[config.mk]
export PLATFORM = sky130hd
export DESIGN_NAME = terminal_line_editor
export DESIGN_NICKNAME = d
export VERILOG_FILES = /design/src/rtl/core/tle_pkg.sv /design/src/rtl/core/terminal_line_editor.sv /design/src/rtl/core/tle_decode.sv /design/src/rtl/core/tle_seq.sv /design/src/rtl/core/tle_out.sv
export SDC_FILE = /design/constraint.sdc
export NUM_CORES = 1
export LEC_CHECK = 0
export ABC_CLOCK_PERIOD_IN_PS = 6300
export BUFFER_PORTS_ARGS = -buffer_cell sky130_fd_sc_hd__buf_2
export CORE_AREA = 2 2 165 167
export CTS_CLUSTER_SIZE = 12
export DETAILED_ROUTE_END_ITERATION = 16
export DIE_AREA = 0 0 167 169
export PLACE_DENSITY = 0.76
export RECOVER_POWER = 25
export SKIP_LAST_GASP = 1
export SLEW_MARGIN = 20
export SYNTH_ARGS = -nofsm -noshare
export SYNTH_HDL_FRONTEND = slang
export SYNTH_HIERARCHICAL = 1
export SYNTH_SLANG_ARGS = --single-unit
[constraint.sdc]
create_clock -name i_clk -period 6.3 [get_ports i_clk]
set_clock_uncertainty 0.15 [all_clocks]
set_input_delay 1.26 -clock i_clk [delete_from_list [all_inputs] [get_ports i_clk]]
set_output_delay 1.26 -clock i_clk [all_outputs]
set_load 0.01 [all_outputs]
[src/rtl/core/tle_pkg.sv]
// ----------------------------------------------------------------------------
// tle_pkg
// Shared character codes, operation codes and interface structs of the
// terminal line editor.
// ----------------------------------------------------------------------------
package tle_pkg;

    localparam logic [7:0] CH_NUL = 8'h00;
    localparam logic [7:0] CH_BEL = 8'h07;
    localparam logic [7:0] CH_BS  = 8'h08;
    localparam logic [7:0] CH_LF  = 8'h0a;
    localparam logic [7:0] CH_CR  = 8'h0d;
    localparam logic [7:0] CH_ESC = 8'h1b;
    localparam logic [7:0] CH_SP  = 8'h20;
    localparam logic [7:0] CH_TLD = 8'h7e;
    localparam logic [7:0] CH_DEL = 8'h7f;

    typedef logic [1:0] t_esc;
    localparam t_esc ESC_NONE    = 2'd0;
    localparam t_esc ESC_SEEN    = 2'd1;
    localparam t_esc ESC_BRACKET = 2'd2;

    typedef enum logic [3:0] {
        OP_NONE = 4'd0,
        OP_BELL = 4'd1,
        OP_BACK = 4'd2,
        OP_FWD  = 4'd3,
        OP_HOME = 4'd4,
        OP_END  = 4'd5,
        OP_INS  = 4'd6,
        OP_DEL  = 4'd7,
        OP_EOL  = 4'd8
    } t_op;

    typedef struct packed {
        t_op  op;
        t_esc esc;
        logic pcr;
    } t_dec;

    // one result word toward the output stage, or a flush that marks the end
    typedef struct packed {
        logic       valid;
        logic       flush;
        logic       kind;
        logic [7:0] data;
    } t_emit;

endpackage

[src/rtl/core/terminal_line_editor.sv]
// ----------------------------------------------------------------------------
// terminal_line_editor
// Line editor for received terminal bytes with cursor, echo and line output.
// ----------------------------------------------------------------------------
// One received byte is taken while the block is idle (o_stall low); the block
// then stalls its input until every result word of that byte has entered the
// output register. Each result word and each line byte moved by an insert or
// delete is handled in turn: the line RAM has one port pair and the output
// register takes one word per cycle while i_stall is low. The costliest byte
// is a delete just after the first byte of a full line (61 words, 29 moves).
// Bytes that cause no result leave the block idle. Line storage needs no
// clearing after reset.
module terminal_line_editor
    import tle_pkg::*;
#(
    parameter int LINE_DEPTH = 32
) (
    input  logic       i_clk,
    input  logic       i_rst_n,
    input  logic       i_valid,
    output logic       o_stall,
    input  logic [7:0] i_rx_byte,
    output logic       o_valid,
    input  logic       i_stall,
    output logic       o_out_kind,
    output logic [7:0] o_out_byte,
    output logic       o_last,
    input  logic       i_cfg_wr_en,
    input  logic       i_cfg_wr_data
);

    logic  r_echo;
    logic  busy;
    logic  rdy;
    t_emit emit;

    always_ff @(posedge i_clk) begin
        if (!i_rst_n) begin
            r_echo <= 1'b1;
        end else if (i_cfg_wr_en) begin
            r_echo <= i_cfg_wr_data;
        end
    end

    tle_seq #(.LINE_DEPTH(LINE_DEPTH)) u_seq (
        .i_clk   (i_clk),
        .i_rst_n (i_rst_n),
        .i_valid (i_valid),
        .i_byte  (i_rx_byte),
        .i_echo  (r_echo),
        .i_rdy   (rdy),
        .o_busy  (busy),
        .o_emit  (emit)
    );

    tle_out u_out (
        .i_clk   (i_clk),
        .i_rst_n (i_rst_n),
        .i_emit  (emit),
        .i_stall (i_stall),
        .o_rdy   (rdy),
        .o_valid (o_valid),
        .o_kind  (o_out_kind),
        .o_byte  (o_out_byte),
        .o_last  (o_last)
    );

    assign o_stall = busy;

endmodule

[src/rtl/core/tle_decode.sv]
// ----------------------------------------------------------------------------
// tle_decode
// Classifies a received byte against the escape and CR tracking state and
// the cursor position into one editing operation.
// ----------------------------------------------------------------------------
module tle_decode
    import tle_pkg::*;
#(
    parameter int LINE_DEPTH = 32,
    localparam int AW = $clog2(LINE_DEPTH)
) (
    input  logic [7:0]    i_byte,
    input  logic [AW-1:0] i_cur,
    input  logic [AW-1:0] i_len,
    input  logic          i_pcr,
    input  t_esc          i_esc,
    output t_dec          o_dec
);

    localparam logic [AW-1:0] FULL_LEN = AW'(LINE_DEPTH - 2);

    localparam logic [7:0] CH_CTRL_A = 8'h01;
    localparam logic [7:0] CH_CTRL_B = 8'h02;
    localparam logic [7:0] CH_CTRL_E = 8'h05;
    localparam logic [7:0] CH_CTRL_F = 8'h06;
    localparam logic [7:0] CH_CTRL_N = 8'h0e;
    localparam logic [7:0] CH_CTRL_P = 8'h10;
    localparam logic [7:0] CH_UP     = 8'h41;
    localparam logic [7:0] CH_DOWN   = 8'h42;
    localparam logic [7:0] CH_RIGHT  = 8'h43;
    localparam logic [7:0] CH_LEFT   = 8'h44;
    localparam logic [7:0] CH_LBRK   = 8'h5b;

    logic printable;
    t_op  back_op;
    t_op  fwd_op;

    assign printable = (i_byte >= CH_SP) && (i_byte <= CH_TLD);
    assign back_op   = (i_cur == '0) ? OP_BELL : OP_BACK;
    assign fwd_op    = (i_cur >= i_len) ? OP_BELL : OP_FWD;

    always_comb begin
        o_dec.op  = OP_NONE;
        o_dec.esc = ESC_NONE;
        o_dec.pcr = 1'b0;
        if (i_esc == ESC_BRACKET) begin
            if (i_byte == CH_UP || i_byte == CH_DOWN) begin
                o_dec.op = OP_BELL;
            end else if (i_byte == CH_RIGHT) begin
                o_dec.op = fwd_op;
            end else if (i_byte == CH_LEFT) begin
                o_dec.op = back_op;
            end
        end else begin
            o_dec.pcr = (i_byte == CH_CR);
            o_dec.esc = (i_byte == CH_ESC) ? ESC_SEEN : ESC_NONE;
            if (printable) begin
                if (i_esc == ESC_SEEN && i_byte == CH_LBRK) begin
                    o_dec.esc = ESC_BRACKET;
                end else begin
                    o_dec.op = (i_len >= FULL_LEN) ? OP_BELL : OP_INS;
                end
            end else if (i_pcr && (i_byte == CH_LF || i_byte == CH_NUL)) begin
                o_dec.op = OP_NONE;
            end else if (i_byte == CH_LF || i_byte == CH_CR) begin
                o_dec.op = OP_EOL;
            end else if (i_byte == CH_DEL) begin
                o_dec.op = (i_cur == '0) ? OP_BELL : OP_DEL;
            end else if (i_byte == CH_CTRL_B) begin
                o_dec.op = back_op;
            end else if (i_byte == CH_CTRL_F) begin
                o_dec.op = fwd_op;
            end else if (i_byte == CH_CTRL_A) begin
                o_dec.op = (i_cur != '0) ? OP_HOME : OP_NONE;
            end else if (i_byte == CH_CTRL_E) begin
                o_dec.op = (i_cur < i_len) ? OP_END : OP_NONE;
            end else if (i_byte == CH_CTRL_P || i_byte == CH_CTRL_N) begin
                o_dec.op = OP_BELL;
            end
        end
    end

endmodule

[src/rtl/core/tle_seq.sv]
// ----------------------------------------------------------------------------
// tle_seq
// Line RAM and the sequencer that shifts it, writes new bytes and walks it
// to produce echo and line words, one word per cycle while the output is ready.
// ----------------------------------------------------------------------------
module tle_seq
    import tle_pkg::*;
#(
    parameter int LINE_DEPTH = 32,
    localparam int AW = $clog2(LINE_DEPTH)
) (
    input  logic       i_clk,
    input  logic       i_rst_n,
    input  logic       i_valid,
    input  logic [7:0] i_byte,
    input  logic       i_echo,
    input  logic       i_rdy,
    output logic       o_busy,
    output t_emit      o_emit
);

    typedef enum logic [6:0] {
        S_IDLE  = 7'b0000001,
        S_COPY  = 7'b0000010,
        S_WCHR  = 7'b0000100,
        S_CHR   = 7'b0001000,
        S_MEMO  = 7'b0010000,
        S_REP   = 7'b0100000,
        S_FLUSH = 7'b1000000
    } t_state;

    localparam logic [AW-1:0] ONE = AW'(1);

    t_state        r_state, n_state;
    t_op           r_op, n_op;
    logic [AW-1:0] r_cur, n_cur;
    logic [AW-1:0] r_len, n_len;
    logic          r_pcr, n_pcr;
    t_esc          r_esc, n_esc;
    logic [AW-1:0] r_ptr, n_ptr;
    logic [AW-1:0] r_cnt, n_cnt;
    logic [7:0]    r_chr, n_chr;
    logic          r_kind, n_kind;
    logic [7:0]    r_rdata;
    logic [7:0]    mem [LINE_DEPTH];

    logic          we;
    logic [AW-1:0] waddr;
    logic [7:0]    wdata;
    t_dec          dec;

    tle_decode #(.LINE_DEPTH(LINE_DEPTH)) u_decode (
        .i_byte (i_byte),
        .i_cur  (r_cur),
        .i_len  (r_len),
        .i_pcr  (r_pcr),
        .i_esc  (r_esc),
        .o_dec  (dec)
    );

    assign o_busy = (r_state != S_IDLE);

    always_comb begin
        n_state = r_state;
        n_op    = r_op;
        n_cur   = r_cur;
        n_len   = r_len;
        n_pcr   = r_pcr;
        n_esc   = r_esc;
        n_ptr   = r_ptr;
        n_cnt   = r_cnt;
        n_chr   = r_chr;
        n_kind  = r_kind;
        we      = 1'b0;
        waddr   = r_cur;
        wdata   = r_rdata;
        o_emit  = '0;
        case (r_state)
            S_IDLE: begin
                if (i_valid) begin
                    n_esc  = dec.esc;
                    n_pcr  = dec.pcr;
                    n_op   = dec.op;
                    n_kind = 1'b0;
                    case (dec.op)
                        OP_NONE: begin
                            n_state = S_IDLE;
                        end
                        OP_BELL: begin
                            n_chr   = CH_BEL;
                            n_state = S_CHR;
                        end
                        OP_BACK: begin
                            n_chr   = CH_BS;
                            n_cur   = r_cur - ONE;
                            n_state = S_CHR;
                        end
                        OP_FWD: begin
                            n_ptr   = r_cur;
                            n_cnt   = ONE;
                            n_cur   = r_cur + ONE;
                            n_state = S_MEMO;
                        end
                        OP_HOME: begin
                            n_chr   = CH_BS;
                            n_cnt   = r_cur;
                            n_cur   = '0;
                            n_state = S_REP;
                        end
                        OP_END: begin
                            n_ptr   = r_cur;
                            n_cnt   = r_len - r_cur;
                            n_cur   = r_len;
                            n_state = S_MEMO;
                        end
                        OP_INS: begin
                            n_chr = i_byte;
                            if (r_len != r_cur) begin
                                n_ptr   = r_len - ONE;
                                n_cnt   = r_len - r_cur;
                                n_state = S_COPY;
                            end else begin
                                n_state = S_WCHR;
                            end
                        end
                        OP_DEL: begin
                            n_chr   = CH_BS;
                            n_ptr   = r_cur;
                            n_cur   = r_cur - ONE;
                            n_len   = r_len - ONE;
                            n_state = S_CHR;
                        end
                        OP_EOL: begin
                            n_chr   = CH_LF;
                            n_state = S_CHR;
                        end
                        default: begin
                            n_state = S_IDLE;
                        end
                    endcase
                end
            end
            S_COPY: begin
                we    = 1'b1;
                wdata = r_rdata;
                n_cnt = r_cnt - ONE;
                if (r_op == OP_INS) begin
                    waddr = r_ptr + ONE;
                    n_ptr = r_ptr - ONE;
                end else begin
                    waddr = r_ptr - ONE;
                    n_ptr = r_ptr + ONE;
                end
                if (r_cnt == ONE) begin
                    if (r_op == OP_INS) begin
                        n_ptr   = r_cur;
                        n_state = S_WCHR;
                    end else if (i_echo) begin
                        n_ptr   = r_cur;
                        n_cnt   = r_len - r_cur;
                        n_state = S_MEMO;
                    end else begin
                        n_state = S_FLUSH;
                    end
                end
            end
            S_WCHR: begin
                we      = 1'b1;
                waddr   = r_cur;
                wdata   = r_chr;
                n_cur   = r_cur + ONE;
                n_len   = r_len + ONE;
                n_ptr   = r_cur + ONE;
                n_state = i_echo ? S_CHR : S_FLUSH;
            end
            S_CHR: begin
                o_emit.valid = 1'b1;
                o_emit.kind  = r_kind;
                o_emit.data  = r_chr;
                if (i_rdy) begin
                    n_state = S_FLUSH;
                    case (r_op)
                        OP_INS: begin
                            if (r_len != r_cur) begin
                                n_cnt   = r_len - r_cur;
                                n_state = S_MEMO;
                            end
                        end
                        OP_DEL: begin
                            if (r_chr == CH_BS) begin
                                if (r_len != r_cur) begin
                                    n_cnt   = r_len - r_cur;
                                    n_state = S_COPY;
                                end else if (i_echo) begin
                                    n_chr   = CH_SP;
                                    n_state = S_CHR;
                                end
                            end else begin
                                n_chr   = CH_BS;
                                n_cnt   = r_len - r_cur + ONE;
                                n_state = S_REP;
                            end
                        end
                        OP_EOL: begin
                            if (!r_kind && r_chr == CH_LF) begin
                                n_chr   = CH_CR;
                                n_state = S_CHR;
                            end else if (!r_kind) begin
                                n_kind = 1'b1;
                                if (r_len != '0) begin
                                    n_ptr   = '0;
                                    n_cnt   = r_len;
                                    n_state = S_MEMO;
                                end else begin
                                    n_chr   = CH_LF;
                                    n_state = S_CHR;
                                end
                            end else begin
                                n_len = '0;
                                n_cur = '0;
                            end
                        end
                        default: begin
                            n_state = S_FLUSH;
                        end
                    endcase
                end
            end
            S_MEMO: begin
                o_emit.valid = 1'b1;
                o_emit.kind  = r_kind;
                o_emit.data  = r_rdata;
                if (i_rdy) begin
                    n_ptr = r_ptr + ONE;
                    n_cnt = r_cnt - ONE;
                    if (r_cnt == ONE) begin
                        case (r_op)
                            OP_INS: begin
                                n_chr   = CH_BS;
                                n_cnt   = r_len - r_cur;
                                n_state = S_REP;
                            end
                            OP_DEL: begin
                                n_chr   = CH_SP;
                                n_state = S_CHR;
                            end
                            OP_EOL: begin
                                n_chr   = CH_LF;
                                n_state = S_CHR;
                            end
                            default: begin
                                n_state = S_FLUSH;
                            end
                        endcase
                    end
                end
            end
            S_REP: begin
                o_emit.valid = 1'b1;
                o_emit.kind  = 1'b0;
                o_emit.data  = r_chr;
                if (i_rdy) begin
                    n_cnt = r_cnt - ONE;
                    if (r_cnt == ONE) begin
                        n_state = S_FLUSH;
                    end
                end
            end
            S_FLUSH: begin
                o_emit.valid = 1'b1;
                o_emit.flush = 1'b1;
                if (i_rdy) begin
                    n_state = S_IDLE;
                end
            end
            default: begin
                n_state = S_IDLE;
            end
        endcase
    end

    always_ff @(posedge i_clk) begin
        if (!i_rst_n) begin
            r_state <= S_IDLE;
            r_op    <= OP_NONE;
            r_cur   <= '0;
            r_len   <= '0;
            r_pcr   <= 1'b0;
            r_esc   <= ESC_NONE;
        end else begin
            r_state <= n_state;
            r_op    <= n_op;
            r_cur   <= n_cur;
            r_len   <= n_len;
            r_pcr   <= n_pcr;
            r_esc   <= n_esc;
        end
    end

    always_ff @(posedge i_clk) begin
        r_ptr  <= n_ptr;
        r_cnt  <= n_cnt;
        r_chr  <= n_chr;
        r_kind <= n_kind;
    end

    // line RAM, read data forwarded on a same-address write
    always_ff @(posedge i_clk) begin
        if (we) begin
            mem[waddr] <= wdata;
        end
        r_rdata <= (we && waddr == n_ptr) ? wdata : mem[n_ptr];
    end

endmodule

[src/rtl/core/tle_out.sv]
// ----------------------------------------------------------------------------
// tle_out
// Result output stage: a holding word that learns whether it is the last of
// its byte, and the registered output word behind it.
// ----------------------------------------------------------------------------
module tle_out
    import tle_pkg::*;
(
    input  logic       i_clk,
    input  logic       i_rst_n,
    input  t_emit      i_emit,
    input  logic       i_stall,
    output logic       o_rdy,
    output logic       o_valid,
    output logic       o_kind,
    output logic [7:0] o_byte,
    output logic       o_last
);

    logic       r_hvalid;
    logic       r_hkind;
    logic [7:0] r_hbyte;
    logic       r_ovalid;
    logic       r_okind;
    logic [7:0] r_obyte;
    logic       r_olast;

    logic out_free;
    logic take;
    logic push_out;

    assign out_free = !r_ovalid || !i_stall;
    assign o_rdy    = !r_hvalid || out_free;
    assign take     = i_emit.valid && o_rdy;
    assign push_out = take && r_hvalid;

    always_ff @(posedge i_clk) begin
        if (!i_rst_n) begin
            r_ovalid <= 1'b0;
            r_hvalid <= 1'b0;
        end else begin
            if (push_out) begin
                r_ovalid <= 1'b1;
            end else if (out_free) begin
                r_ovalid <= 1'b0;
            end
            if (take) begin
                r_hvalid <= !i_emit.flush;
            end
        end
    end

    always_ff @(posedge i_clk) begin
        if (push_out) begin
            r_okind <= r_hkind;
            r_obyte <= r_hbyte;
            r_olast <= i_emit.flush;
        end
        if (take && !i_emit.flush) begin
            r_hkind <= i_emit.kind;
            r_hbyte <= i_emit.data;
        end
    end

    assign o_valid = r_ovalid;
    assign o_kind  = r_okind;
    assign o_byte  = r_obyte;
    assign o_last  = r_olast;

endmodule

======== Word level (Yosys, flattened, before mapping) ========
Memories as Yosys holds them, arrays and structs flattened. A register that Yosys moved wholly into a read port is not among the register bits.
Cells that the tools add are included.
word-level totals
  register bits ........................... 65
  memory bits (writable) .................. 256
  bits of input ports ..................... 14
  output and inout port bits .............. 12
  logic and storage cells ................. 257
  memories kept ........................... 1
memory list
  memory     depth  bits a word  rd ports  clocked after Yosys merged registers in  wr ports  line           source
  u_seq.mem  32     8            1         1                                        1         tle_seq.sv:45  logic [7:0] mem [LINE_DEPTH];
cells by class
  $add $sub $neg .......................... 9
  $lt $le $gt $ge ......................... 5
  equal/unequal tests ..................... 65
  multiplexer cells ....................... 117
  reductions and logical operators ........ 42
operators by type and width
  cell                                                                     count
  5-bit two-way mux                                                        36
  7-bit two-way mux                                                        16
  8-bit two-way mux                                                        11
  5-bit case mux with 5 select lines                                       2
  7-bit case mux with 7 select lines                                       1
  8-bit by 7-bit == test with 1-bit output, second input constant          6
  8-bit case mux with 3 select lines                                       2
  5-bit case mux with 3 select lines                                       3
  8-bit by 4-bit == test with 1-bit output, second input constant          5
  5-bit case mux with 4 select lines                                       2
  4-bit two-way mux                                                        9
  8-bit case mux with 4 select lines                                       1
  7-bit case mux with 4 select lines                                       1
  9-bit case mux with 3 select lines                                       1
  4-bit by 3-bit == test with 1-bit output, second input constant          6
  3-bit two-way mux                                                        7
  7-bit case mux with 3 select lines                                       1
  5-bit by 1-bit adder with 5-bit output, second input constant            4
  5-bit by 1-bit subtractor with 5-bit output, second input constant       4
  8-bit by 3-bit == test with 1-bit output, second input constant          2
  8-bit by 5-bit == test with 1-bit output, second input constant          2
  2-bit by 1-bit inequality test with 1-bit output, second input constant  8
  8-bit case mux with 2 select lines                                       1
  5-bit inequality test, second input constant                             3
  other kinds (50)                                                         104

======== Depth between registers and ports, before layout ========
  depth in word-level cells ............... 17
  gate-level depth with buffers ........... 15
  gate-level depth less buffers ........... 13

======== By module ========
The synthesis kept the hierarchy.
modules (own cells, without submodules)
  module                times used  cells an instance  area an instance (µm²)  seq. area each (µm²)
  tle_seq               1           1039               14401.3                 8738.4
  tle_out               1           31                 661.9                   610.6
  tle_decode            1           90                 555.5                   0.0
  terminal_line_editor  1           3                  33.8                    20.0

======== Worst setup path after synthesis ========
No wires, ideal clock.
  path kind ............................... input port to flip-flop
  start point ............................. input port i_rx_byte[5]
  end point ............................... register u_seq.r_chr[0] (enable)
  library setup time ...................... 0.419 ns
  data arrival time ....................... 4.676 ns
  required time ........................... 5.731 ns
  path slack .............................. 1.054 ns
  stages .................................. 10
  path buffers ............................ 2
  path through ............................ or3_2 > nor3_1 > o21ai_0 > a32oi_1 > clkbuf_1 > clkbuf_1 > a21oi_1 > o21ai_0 > nand2_1 > a2111oi_0
RTL lines
  what                  line                        source
  start, declared       terminal_line_editor.sv:22  input logic [7:0] i_rx_byte,
  end signal, assigned  tle_seq.sv:303              r_chr <= n_chr;
  end, declared         tle_seq.sv:42               logic [7:0] r_chr, n_chr;

==> qor.txt <==
Final min period: 5.12 ns
Wirelength per Cell: 24.8 µm
post-synthesis compound-gate area fraction: 10.1%
max-slew violation count: 135
1st-pass router iterations: 6
Die Y: 169 µm
CTS tree: yes
First DRT Iteration DRCs: 1,321
Rel. slew slack: -23.4%
GPL Wtd Cong: 0.952
clock latency on the worst-skew pair: 0.52 ns
Total Neg Setup Slack: 0 ns
clock-pin slew on the worst setup and hold paths: 0.06 ns
Chip Width: 167 µm
final setup violation count: 0
Hold Path Origin: u_out/r_hbyte[3]
Worst path slowest cell: a2111oi_2
MaxCap Viol Count: 3
cts bufs inserted: 36
Buf+Inv Stages, Crit Path: 2
FP Rows: 60
# port buffers: 25
most frequent cell after synthesis: edfxtp_1
Nets: 1,213
share of Yosys cell area claimed by the top area cell type: 56.4%
largest cells by area after synthesis: edfxtp_1 56%, mux4_2 9.2%, dfxtp_1 3.5%
die footprint: 0.0282 mm²
failing checks: max-capacitance violations, max-slew violations
# DRC: 0
clock share of power: 38.2%
syn_nets: 1,197
Max clock buf depth: 3
pwr dens: 306 mW/mm²
antenna violations before repair: 0
critical path fanouts, max: 23
Post-synth EDFFs: 294
CTS H-tree lvls: 2
FILL cells: 1,888
Fin. Hold Viols: 0
class of the most critical setup path: primary input to register
Vias/cell: 6.82
largest net degree at the start of global routing: 71
Critical R2R Launch: u_seq/r_len[3]
Overflow after GRT: 0
Largest delay share family, worst path: compound AO/OA/AOI/OAI gates
Post-Syn Area: 0.0157 mm²
Simple-Gate Fraction of Synth Area: 11.4%
Critical Path Max Stage Delay: 0.74 ns
status: complete, but fails checks
total core area: 0.0265 mm²
first-pass GRT wire length: 59.3 mm
Startpoint Class: primary input
xor and xnor fraction of the mapped netlist area: 1.79%
HPWL after DPL: 25.2 mm
YS warnings: 6
share of layout cells above drive strength 1: 15.4%
adder-cell share of the synthesized area: 1.65%
footprint of the multi-input gates: 0.00588 mm²
antenna cells: 0
fin util: 64.8%
IO Pins: 26
post-cts sizing count: 0
Setup Fix Bufs, Post-CTS: 0
Primary FF master, synth: edfxtp_1
clock sinks: 321
Synth area leader: edfxtp_1
Cell Chain, Critical Path: clkbuf_1 -> or3_2 -> nor3_1 -> o21ai_0 -> a32oi_1 -> clkbuf_1 -> nor2b_1 -> o21ai_0 -> a21oi_1 -> a21boi_0 -> a2111oi_2
initial core utilization: 59.1%
Comb pwr share: 14.4%
RSZ-0062 raised after global routing: no
Critical Path RT: 6.30 ns
fmax: 195 MHz
Arr. time, crit path: 5.12 ns
Synth Register Bits: 321
multiplexer area fraction after synthesis: 12.5%
DRT Wirelength: 38.3 mm
Vias: 10,509
share of power burned in registers: 47.4%
Post-synth top cells: 294 x edfxtp_1, 92 x nor2_1, 71 x nand2_1
aggregate global-route resource usage: 27.1%
Tightest Hold Check Type: register to register
vias in the first global route: 10,167
launch point of the critical path: i_rx_byte[5]
Mapped Cells: 1,163
Final period util: 81.3%
Async S/R FF share, synth: 0%
internal power: 3870 µW
largest family of logic cells by synthesized area: multiplexers
Mean Syn Cell Area: 13.5 µm²
VDD IR-drop max: 249 µV
crit end category: register
clock root cell: clkbuf_16
Synth cell types: 88
synthesis-to-finish area growth: 9.70%
Detail Route Antenna Nets: 0
register area: 0.00937 mm²
total power draw: 5260 µW
Sw Pwr: 1380 µW
Switching Fraction: 26.3%
Pleak: 0.00565 µW
CTS Hold Bufs: 0
Seq/Total Area, Yosys: 59.9%
Worst-Margin Slew: 1.85 ns
cell usage in the layout (no fill, tap or decap), types with 7 or more instances in the layout:
| cell | netlist | routed |
|---|---|---|
| a21oi_1 | 64 | 60 |
| a221o_1 | 8 | 8 |
| a221oi_1 | 10 | 10 |
| a31oi_1 | 13 | 13 |
| and3_1 | 14 | 14 |
| buf_2 | 15 | 12 |
| buf_4 | 3 | 15 |
| clkbuf_1 | 37 | 28 |
| clkbuf_16 | 0 | 36 |
| dfxtp_1 | 27 | 27 |
| edfxtp_1 | 294 | 294 |
| ha_1 | 19 | 19 |
| inv_1 | 29 | 30 |
| mux2_2 | 20 | 16 |
| mux2i_1 | 29 | 29 |
| mux4_2 | 64 | 64 |
| nand2_1 | 71 | 71 |
| nand2b_1 | 10 | 10 |
| nand3_1 | 40 | 40 |
| nand4_1 | 7 | 7 |
| nor2_1 | 92 | 92 |
| nor2b_1 | 12 | 12 |
| nor3_1 | 24 | 24 |
| nor3b_1 | 8 | 8 |
| o211ai_1 | 8 | 8 |
| o21ai_0 | 54 | 54 |
| o22ai_1 | 19 | 19 |
| or3_1 | 7 | 7 |
| xnor2_1 | 18 | 18 |
| xor2_1 | 14 | 14 |
worst paths after layout:
path	end	cells after the start	slack, ns
worst max-delay path	u_seq/r_ptr[3]	11	1.18
worst min-delay path	u_out/o_byte[3]	0	0.27
worst max register to register	u_seq/r_ptr[3]	13	1.43
worst min register to register	u_out/o_byte[3]	0	0.27
sequential cells by signal, summed over array words and instances (netlist names):
name,flops
u_seq/r_pcr,1
u_out/r_hbyte,8
u_seq/r_cnt,5
u_out/o_byte,8
u_out/r_hkind,1
u_seq/r_chr,8
u_out/o_last,1
u_seq/mem,256
u_out/o_valid,1
r_echo,1
u_out/o_kind,1
u_seq/r_ptr,5
u_seq/r_kind,1
u_out/r_hvalid,1
u_seq/r_state,7
u_seq/r_len,5
u_seq/r_esc,2
u_seq/r_op,4
u_seq/r_cur,5
routing by layer:
metal	global-route usage (%)	wire, µm
met2	42.4	17800
met4	9.11	1110
met5	0	0
met1	38.9	16000
met3	4.93	3290
power groups by stage:
stage,Sequential [µW],Clock (µW),Combinational (µW)
6_report,2490,2010,756
5_1_grt,2490,2120,819
4_1_cts,2490,2040,741
3_5_place_dp,2530,0,737
3_3_place_gp,2530,0,725
2_1_floorplan,2490,0,537
layout make-up:
cell class                      instances  share of cell area [%]
Clock inverter                         12                   0.976
Tap cell                              341                    2.48
Timing Repair Buffer                   47                    1.54
Multi-Input combinational cell        743                    34.2
Inverter                               30                   0.656
Sequential cell                       321                    54.6
Clock buffer                           47                    5.55
through the flow:
stage / hold WS (ns) / setup WS [ns] / instance area, µm² / std cells
after detailed placement: 0.256 / 0.839 / 16100 / 1482
after CTS: 0.270 / 1.39 / 17200 / 1541
after floorplan: 0.250 / 1.05 / 15700 / 1163
after global placement: 0.257 / 1.01 / 16100 / 1482
after global routing: 0.278 / 0.943 / 17200 / 1541
final: 0.273 / 1.18 / 17200 / 1541
worst register-to-register path, stage by stage, from the launching register on:
cell	delay, ns
dfxtp_1	0.70
inv_1	0.10
ha_1	0.29
nand2_1	0.12
a211oi_1	0.11
nor3_1	0.19
o21ai_0	0.10
a32oi_1	0.22
clkbuf_1	0.69
nor2b_1	0.29
o21ai_0	0.43
a21oi_1	0.27
a21boi_0	0.12
a2111oi_2	0.74
cells by family after synthesis:
logic type      after synthesis
simple gates                338
flops                       321
compound gates              240
mux                         113
buf+inv                      99
xor+xnor                     32
fa+ha+maj                    20
No activity file was read; power rests on OpenSTA's default activity.
